### src/rtl/envcrc_pkg.sv
// Shared types, codes and the byte-wide CRC-32 step for the environment block checker.
// No dependencies.
`default_nettype none

package envcrc_pkg;

  localparam logic [31:0] CRC_POLY     = 32'hEDB88320;
  localparam logic [31:0] CRC_ALL_ONES = 32'hFFFFFFFF;

  localparam logic [16:0] SIZE_MIN = 17'd8;
  localparam logic [16:0] SIZE_MAX = 17'd65536;
  localparam logic [16:0] SIZE_RST = 17'd8192;

  localparam logic [7:0] CHR_NUL = 8'h00;
  localparam logic [7:0] CHR_EQ  = 8'h3D;
  localparam logic [7:0] CHR_FF  = 8'hFF;
  localparam logic [7:0] FLAG_HI = 8'h01;

  // configuration register indexes
  localparam logic REG_BLOCK_BYTES = 1'b0;
  localparam logic REG_HEADER_MODE = 1'b1;

  // header modes; the unused code acts as auto
  localparam logic [1:0] HM_AUTO = 2'd0;
  localparam logic [1:0] HM_FOUR = 2'd1;
  localparam logic [1:0] HM_FIVE = 2'd2;

  // byte roles
  localparam logic [2:0] ROLE_CRC      = 3'd0;
  localparam logic [2:0] ROLE_FLAG     = 3'd1;
  localparam logic [2:0] ROLE_KEY      = 3'd2;
  localparam logic [2:0] ROLE_EQUALS   = 3'd3;
  localparam logic [2:0] ROLE_VALUE    = 3'd4;
  localparam logic [2:0] ROLE_PAIR_END = 3'd5;
  localparam logic [2:0] ROLE_LIST_END = 3'd6;
  localparam logic [2:0] ROLE_IGNORED  = 3'd7;

  // parse status codes
  localparam logic [2:0] ST_RUNNING  = 3'd0;
  localparam logic [2:0] ST_OK       = 3'd1;
  localparam logic [2:0] ST_NO_EQ    = 3'd2;
  localparam logic [2:0] ST_EQ_NUL   = 3'd3;
  localparam logic [2:0] ST_NO_END   = 3'd4;
  localparam logic [2:0] ST_BLANK    = 3'd5;

  localparam logic [15:0] PAIRS_MAX = 16'hFFFF;

  typedef enum logic [3:0] {
    PH_KEY   = 4'b0001,
    PH_VALUE = 4'b0010,
    PH_NUL   = 4'b0100,
    PH_DONE  = 4'b1000
  } phase_t;

  // reflected CRC-32, one byte, eight bit steps unrolled
  function automatic logic [31:0] crc_byte(input logic [31:0] crc, input logic [7:0] b);
    logic [31:0] c;
    c = crc ^ {24'd0, b};
    for (int k = 0; k < 8; k++) begin
      c = {1'b0, c[31:1]} ^ (c[0] ? CRC_POLY : 32'd0);
    end
    return c;
  endfunction

endpackage

`default_nettype wire

### src/rtl/env_block_crc_check_and_parse.sv
// Environment block checker: one byte in, one registered result out.
// Throughput is one byte per cycle while the output is not held; the CRC byte step, header decode and parser
// all sit between the block state and the single output register.
// A new byte is taken while the output register is empty or being drained.
// Synchronous active-high reset: block state cleared, block_bytes 8192, header_mode auto.
// Uses envcrc_pkg.
`default_nettype none

module env_block_crc_check_and_parse
  import envcrc_pkg::*;
(
  input  wire logic        clk,
  input  wire logic        rst,
  input  wire logic        s_tvalid,
  output logic             s_tready,
  input  wire logic [7:0]  s_tdata,   // [7:0] data_byte
  output logic             m_tvalid,
  input  wire logic        m_tready,
  // [0] pair_end, [16:1] pair_count, [19:17] parse_status, [27:20] flag_value,
  // [28] crc_match, [31:29] zero
  output logic [31:0]      m_tdata,
  output logic [2:0]       m_tuser,   // [2:0] byte_role
  output logic             m_tlast,   // block_last
  input  wire logic        cfg_we,
  input  wire logic        cfg_index,
  input  wire logic [16:0] cfg_data
);

  logic [16:0] block_bytes;
  logic [1:0]  header_mode;

  logic [16:0] pos;
  logic [31:0] crc;
  logic [31:0] stored;
  phase_t      phase;
  logic [2:0]  status;
  logic [7:0]  flag;
  logic [15:0] pairs;
  logic        all_ones;

  logic [16:0] size;
  logic [17:0] pos_inc;
  logic        last;
  logic        is_flag;
  logic        do_parse;
  logic        all_ones_next;
  logic [31:0] crc_next;
  logic [31:0] stored_next;
  phase_t      phase_next;
  logic [2:0]  status_next;
  logic [7:0]  flag_next;
  logic [15:0] pairs_next;
  logic [2:0]  role;
  logic        ended;
  logic        match;
  logic        s_fire;

  assign s_tready = !m_tvalid || m_tready;
  assign s_fire   = s_tvalid && s_tready;

  always_comb begin
    if (block_bytes < SIZE_MIN) begin
      size = SIZE_MIN;
    end else if (block_bytes > SIZE_MAX) begin
      size = SIZE_MAX;
    end else begin
      size = block_bytes;
    end
    pos_inc = {1'b0, pos} + 18'd1;
    last    = pos_inc >= {1'b0, size};

    all_ones_next = all_ones && !((pos < 17'd5) && (s_tdata != CHR_FF));
    is_flag = (header_mode == HM_FIVE) ||
              ((header_mode != HM_FOUR) && (s_tdata <= FLAG_HI));

    stored_next = stored;
    crc_next    = crc;
    phase_next  = phase;
    status_next = status;
    flag_next   = flag;
    pairs_next  = pairs;
    role        = ROLE_IGNORED;
    ended       = 1'b0;
    do_parse    = 1'b0;
    match       = 1'b0;

    if (pos < 17'd4) begin
      stored_next = {stored[23:0], s_tdata};
      role        = ROLE_CRC;
    end else if (pos == 17'd4) begin
      if (all_ones_next) begin
        status_next = ST_BLANK;
      end
      if (is_flag) begin
        flag_next = s_tdata;
        role      = ROLE_FLAG;
      end else begin
        do_parse = 1'b1;
      end
    end else begin
      do_parse = 1'b1;
    end

    if (do_parse) begin
      crc_next = crc_byte(crc, s_tdata);
      if (status_next == ST_RUNNING) begin
        case (phase)
          PH_KEY: begin
            if (s_tdata == CHR_NUL) begin
              status_next = ST_NO_EQ;
              phase_next  = PH_DONE;
            end else if (s_tdata == CHR_EQ) begin
              phase_next = PH_VALUE;
              role       = ROLE_EQUALS;
            end else begin
              role = ROLE_KEY;
            end
          end
          PH_VALUE: begin
            if (s_tdata == CHR_NUL) begin
              phase_next = PH_NUL;
              ended      = 1'b1;
              role       = ROLE_PAIR_END;
              if (pairs != PAIRS_MAX) begin
                pairs_next = pairs + 16'd1;
              end
            end else begin
              role = ROLE_VALUE;
            end
          end
          PH_NUL: begin
            if (s_tdata == CHR_NUL) begin
              status_next = ST_OK;
              phase_next  = PH_DONE;
              role        = ROLE_LIST_END;
            end else if (s_tdata == CHR_EQ) begin
              status_next = ST_EQ_NUL;
              phase_next  = PH_DONE;
            end else begin
              phase_next = PH_KEY;
              role       = ROLE_KEY;
            end
          end
          default: begin
            phase_next = phase;
          end
        endcase
      end
    end

    if (last) begin
      if (status_next == ST_RUNNING) begin
        status_next = ST_NO_END;
      end
      match = (crc_next ^ CRC_ALL_ONES) == stored_next;
    end
  end

  always_ff @(posedge clk) begin
    if (rst) begin
      block_bytes <= SIZE_RST;
      header_mode <= HM_AUTO;
    end else if (cfg_we) begin
      case (cfg_index)
        REG_BLOCK_BYTES: block_bytes <= cfg_data;
        REG_HEADER_MODE: header_mode <= cfg_data[1:0];
        default:         block_bytes <= block_bytes;
      endcase
    end
  end

  always_ff @(posedge clk) begin
    if (rst) begin
      pos      <= 17'd0;
      crc      <= CRC_ALL_ONES;
      stored   <= 32'd0;
      phase    <= PH_KEY;
      status   <= ST_RUNNING;
      flag     <= 8'd0;
      pairs    <= 16'd0;
      all_ones <= 1'b1;
    end else if (s_fire) begin
      if (last) begin
        // block done, next item is byte 0 of a new block
        pos      <= 17'd0;
        crc      <= CRC_ALL_ONES;
        stored   <= 32'd0;
        phase    <= PH_KEY;
        status   <= ST_RUNNING;
        flag     <= 8'd0;
        pairs    <= 16'd0;
        all_ones <= 1'b1;
      end else begin
        pos      <= pos_inc[16:0];
        crc      <= crc_next;
        stored   <= stored_next;
        phase    <= phase_next;
        status   <= status_next;
        flag     <= flag_next;
        pairs    <= pairs_next;
        all_ones <= all_ones_next;
      end
    end
  end

  always_ff @(posedge clk) begin
    if (rst) begin
      m_tvalid <= 1'b0;
    end else if (s_fire) begin
      m_tvalid <= 1'b1;
    end else if (m_tready) begin
      m_tvalid <= 1'b0;
    end
  end

  always_ff @(posedge clk) begin
    if (s_fire) begin
      m_tdata <= {3'd0, match, flag_next, status_next, pairs_next, ended};
      m_tuser <= role;
      m_tlast <= last;
    end
  end

`ifndef SYNTHESIS
  a_pos_range: assert property (@(posedge clk) disable iff (rst)
    pos < SIZE_MAX)
    else $error("byte position ran past the largest block");

  a_block_clear: assert property (@(posedge clk) disable iff (rst)
    (s_fire && last) |=> (pos == 17'd0 && crc == CRC_ALL_ONES && pairs == 16'd0))
    else $error("block state not cleared after last byte");

  a_pair_role: assert property (@(posedge clk) disable iff (rst)
    (m_tvalid && m_tdata[0]) |-> (m_tuser == ROLE_PAIR_END))
    else $error("pair end flagged on a byte that is not a pair end");

  a_crc_running: assert property (@(posedge clk) disable iff (rst)
    (m_tvalid && m_tuser == ROLE_CRC) |-> (m_tdata[19:17] == ST_RUNNING && !m_tlast))
    else $error("header CRC byte carries a final status");

  a_match_last: assert property (@(posedge clk) disable iff (rst)
    (m_tvalid && m_tdata[28]) |-> m_tlast)
    else $error("crc match reported before the last byte");
`endif

endmodule

`default_nettype wire
### config.mk
export PLATFORM = sky130hd
export DESIGN_NAME = env_block_crc_check_and_parse
export DESIGN_NICKNAME = d
export VERILOG_FILES = /design/src/rtl/envcrc_pkg.sv /design/src/rtl/env_block_crc_check_and_parse.sv
export SDC_FILE = /design/constraint.sdc
export NUM_CORES = 1
export LEC_CHECK = 0
export BUFFER_PORTS_ARGS = -buffer_cell sky130_fd_sc_hd__buf_2
export CORE_UTILIZATION = 31
export DETAILED_ROUTE_END_ITERATION = 8
export PLACE_DENSITY = 0.46
export SLEW_MARGIN = 25
export SYNTH_ARGS = -nofsm -noshare
export SYNTH_HDL_FRONTEND = slang
export SYNTH_SLANG_ARGS = --single-unit
### constraint.sdc
create_clock -name clk -period 11.5 [get_ports clk]
set_clock_uncertainty 0.2 [all_clocks]
set_input_delay 2.875 -clock clk [delete_from_list [all_inputs] [get_ports clk]]
set_output_delay 2.875 -clock clk [all_outputs]
set_load 0.1 [all_outputs]
* Yosys cells after proc, flatten, opt, wreduce, memory -nomap -nowiden
Index checks and enable logic that the tools add are counted.
** Operators by class
- Add/subtract/negate cells :: 2
- $lt $le $gt $ge :: 6
- Eq/ne operators :: 12
- Muxes and demuxes :: 64
- Bitwise operators :: 11
- Reductions and logical operators :: 19
** Operators by type and width (number)
- 32-bit two-way mux :: 12
- 31-bit by 32-bit XOR with 32-bit output :: 8
- 16-bit two-way mux :: 6
- 3-bit two-way mux :: 19
- 17-bit two-way mux :: 3
- 17-bit by 3-bit < comparator with 1-bit output, second input constant :: 2
- 32-bit == test :: 1
- 4-bit two-way mux :: 8
- 8-bit two-way mux :: 4
- 32-bit NOT :: 1
- 32-bit by 8-bit XOR with 32-bit output :: 1
- 17-bit by 1-bit adder with 18-bit output, second input constant :: 1
- 18-bit by 17-bit greater-or-equal comparator with 1-bit output :: 1
- 17-bit by 3-bit == test with 1-bit output, second input constant :: 1
- 17-bit > comparator, second input constant :: 1
- 17-bit by 4-bit < comparator with 1-bit output, second input constant :: 1
- 16-bit by 1-bit adder with 16-bit output, second input constant :: 1
- 16-bit != test, second input constant :: 1
- 4-bit one-hot mux with 3 select lines :: 1
- 1-bit two-way mux :: 9
- 3-bit one-hot mux with 3 select lines :: 1
- 8-bit by 6-bit == test with 1-bit output, second input constant :: 1
- 8-bit by 1-bit less-or-equal comparator with 1-bit output, second input constant :: 1
- 8-bit zero test :: 1
- other kinds (19) :: 28
** Word-level totals
- Register bits after elaboration :: 166
- Bits of input ports :: 31
- Output and inout bits :: 38
- Logic and storage cells :: 130

* Logic depth before layout (Yosys ltp)
- Depth after elaboration :: 20
- Depth in mapped cells :: 19

* Worst setup path before layout
Ideal clock, no wire load.
- Path kind :: input to output
- Start point :: input port m_tready
- End point :: output port s_tready
- Arrival :: 3.660 ns
- Data required time :: 8.425 ns
- Slack :: 4.765 ns
- Cell stages on the path :: 1
- Buffers on the path :: 0
- Cells stage by stage :: nand2b_1
** On the way
- Longest elaborated chain between the ends :: 1
** Ends and longest elaborated chain
- start, declared :: RTL line env_block_crc_check_and_parse.sv:18 : input wire logic m_tready,
- 1-bit logical OR :: RTL line env_block_crc_check_and_parse.sv:58 : assign s_tready = !m_tvalid || m_tready;
- end, declared :: RTL line env_block_crc_check_and_parse.sv:15 : output logic s_tready,
Every way passes these cells.

* Final worst setup path
Same ends and word-level chain as after synthesis.

==> run summary <==
status - finished clean
worst-path cell chain - buf_2 > nand2b_1 > buf_2
Period Utilization, post-route - 0.571
slew margin rel. - 0.292
yosys warns - 0
RD Place Congestion - 0.851
Slew Viols, Final - 0
number of buffers added on ports - 65
Lkg Pwr - 3.83 nW
Pre-antenna DRT Iters - 5
Critical Path Start Type - input pin
endpoints failing hold - 0
Die Area - 30900 um^2
Yosys reg bits - 166
grt ovf - 0
Clock Tree Root - clkbuf_16
largest net degree at the start of global routing - 77
layout cells sized above 1 - 0.146
global-route wire length before repair - 42.2 mm
Ports - 69
clock sinks - 166
wire per inst - 17.6 um
worst hold-check path type - register to register
Final setup viols - 0
Num CTS Buffers - 17
dominant synthesized flop cell - dfxtp_1
Distinct cells, synth - 71
post-DP HPWL - 17.7 mm
area leader, netlist - dfxtp_1
number of synthesized flops with an enable pin - 33
critical setup path kind - input pin to primary output
# DRC - 0
Die Y - 176 um
initial antenna violation count - 0
vias in the first global route - 7306
# hold bufs at CTS - 0
max incr delay on CP - 0.43 ns
Sequential Area - 3650 um^2
Critical Path AT - 3.50 ns
most frequent CP cell - buf_2
top post-synthesis cells by area - dfxtp_1 (28%), edfxtp_1 (11%), xnor2_1 (7.4%)
met2 Use GR - 0.259
vias per std cell - 5.12
routing usage on met3 - 0.0275
Final nets - 1151
# fillers - 3089
commonest non-fill, non-tap cell in the layout - dfxtp_1
number of routed nets with antenna violations - 0
multi-input gate area in the final layout - 5440 um^2
max-cap viol count - 0
Pwr Density - 135 nW/um^2
area grow syn2layout - 13.4%
Synth top area share - 0.284
GRT met1 Usage - 0.259
peak supply drop - 76.7 uV
RSZ-0062 raised after global routing - false
peak-usage layer in the global routing report - met2
TNS Setup - 0 ns
antenna cells - 0
GRT Total Usage - 0.174
Slew @ Worst Pin - 1.06 ns
CP Capture Type - primary output
Post-Route WL - 26.4 mm
worst path required time - 8.43 ns
DIE WIDTH - 176 um
via count - 7702
CTS tree - built
Clock transition at path regs - 0.06 ns
htree depth - 4
Achievable Freq - 0.152 GHz
Synth async-reset ratio - 0
syn avg cell area - 8.80 um^2
Crit-path slowest cell - buf_2
Buf/Inv on CP - 2
post_cts resized - 0
Post-CTS Setup Inserts - 0
Final min period - 6.57 ns
effective utilization at floorplan - 0.315
final core utilization - 0.358
register area share after synthesis - 0.390
synthesized area - 9380 um^2
Syn Inst Count - 1065
Core Rows - 63
CP Max Fanout - 3
violation count after the first detailed-routing iteration - 525
core area - 29700 um^2
commonest non-fill, non-tap cells in the layout - dfxtp_1 (133), nand2_1 (129), nor2_1 (110)
cell family with most CP delay - buffers and inverters
Clk Latency, worst-skew pair - 0.43 ns
Clock Tree Buf Depth - 2
## kinds of logic after synthesis
kind of cell / share of synthesized area
other cells: 0.000400
fa+ha+maj: 0.0267
flops: 0.390
buf+inv: 0.0350
xor+xnor: 0.139
mux: 0.0494
simple gates: 0.193
compound gates: 0.167
## final timing paths
| path | from | endpoint | slack, ns | cells past startpoint |
|---|---|---|---|---|
| worst min register to register | all_ones | all_ones | 0.27 | 2 |
| worst min-delay path | all_ones | all_ones | 0.27 | 2 |
| worst max register to register | pos[0] | stored[11] | 6.12 | 18 |
| worst max-delay path | m_tready | s_tready | 4.93 | 3 |
## sequential cells by signal, indices dropped and copies added, names as in the netlist
signal,flops
crc,32
stored,32
m_tdata,29
block_bytes,17
pos,17
pairs,16
flag,8
phase,4
m_tuser,3
status,3
header_mode,2
all_ones,1
m_tlast,1
m_tvalid,1
## through the flow
step	instance area (um^2)	setup WS, ns	hold slack, ns	total power [mW]	cells
CTS	10600	4.93	0.272	1.45	1503
detailed placement	10000	4.92	0.261	0.870	1471
finish	10600	4.93	0.268	1.44	1503
global placement	10000	4.92	0.256	0.870	1471
global route	10600	4.89	0.293	1.50	1503
floorplan	9380	4.77	0.240	0.810	1067
## final cells by class
class,instances,area share
repair buffers,76,0.0386
multi-input cells,823,0.512
well taps,390,0.0459
flip-flops and latches,166,0.344
clock buffers,18,0.0404
clock inverters,14,0.0144
inverters,16,0.00565
## worst reg2reg max path, stage by stage, from the launching register on
cell and delay [ns]:
dfxtp_1 0.47, ha_1 0.29, and3_1 0.28, and3_1 0.23
nand2_1 0.13, nor2_1 0.29, nand3_1 0.17, nor2_1 0.17
xor2_1 0.25, ha_1 0.29, nand3_1 0.16, a2111oi_0 0.10
a21oi_1 0.24, o21ai_4 0.07, buf_4 0.33, or2_2 0.59
nor2_4 0.76, a22oi_1 0.17, nor2_1 0.13
## synthesized netlist by cell type (all sizes together), types with 2 or more instances
cell type and n:
xor2 40, nor2 113, mux2 18, or3 11
a21oi 81, a32o 5, nand3 30, ha 20
buf 14, xnor2 91, o31ai 2, edfxtp 33
o221ai 3, o41ai 2, nor3b 4, nor3 24
a2111oi 6, o2bb2ai 4, o22ai 30, a22oi 37
a211oi 2, nand2b 7, or2 3, a21o 5
inv 16, nor4 8, and2 4, or4 4
dfxtp 133, nand4 13, mux2i 26, a2bb2oi 3
a31oi 4, and3 10, nand3b 8, o21ai 48
a221oi 2, clkbuf 48, a211o 2, nor2b 5
o2111ai 2, nand2 130
## report_power, final
| group | internal, mW | total [mW] | switching (mW) |
|---|---|---|---|
| clock | 0.323 | 0.580 | 0.257 |
| sequential | 0.607 | 0.618 | 0.0112 |
| combinational | 0.0714 | 0.238 | 0.167 |
## layer usage
layer | share of wire | up-vias | wire length [um]
met5 | 0 | - | 0
met4 | 0.0095 | 0 | 251
li1 | - | 3868 | -
met1 | 0.52 | 3657 | 13800
met2 | 0.43 | 163 | 11400
met3 | 0.033 | 14 | 866
No activity file was read; power rests on OpenSTA's default activity.
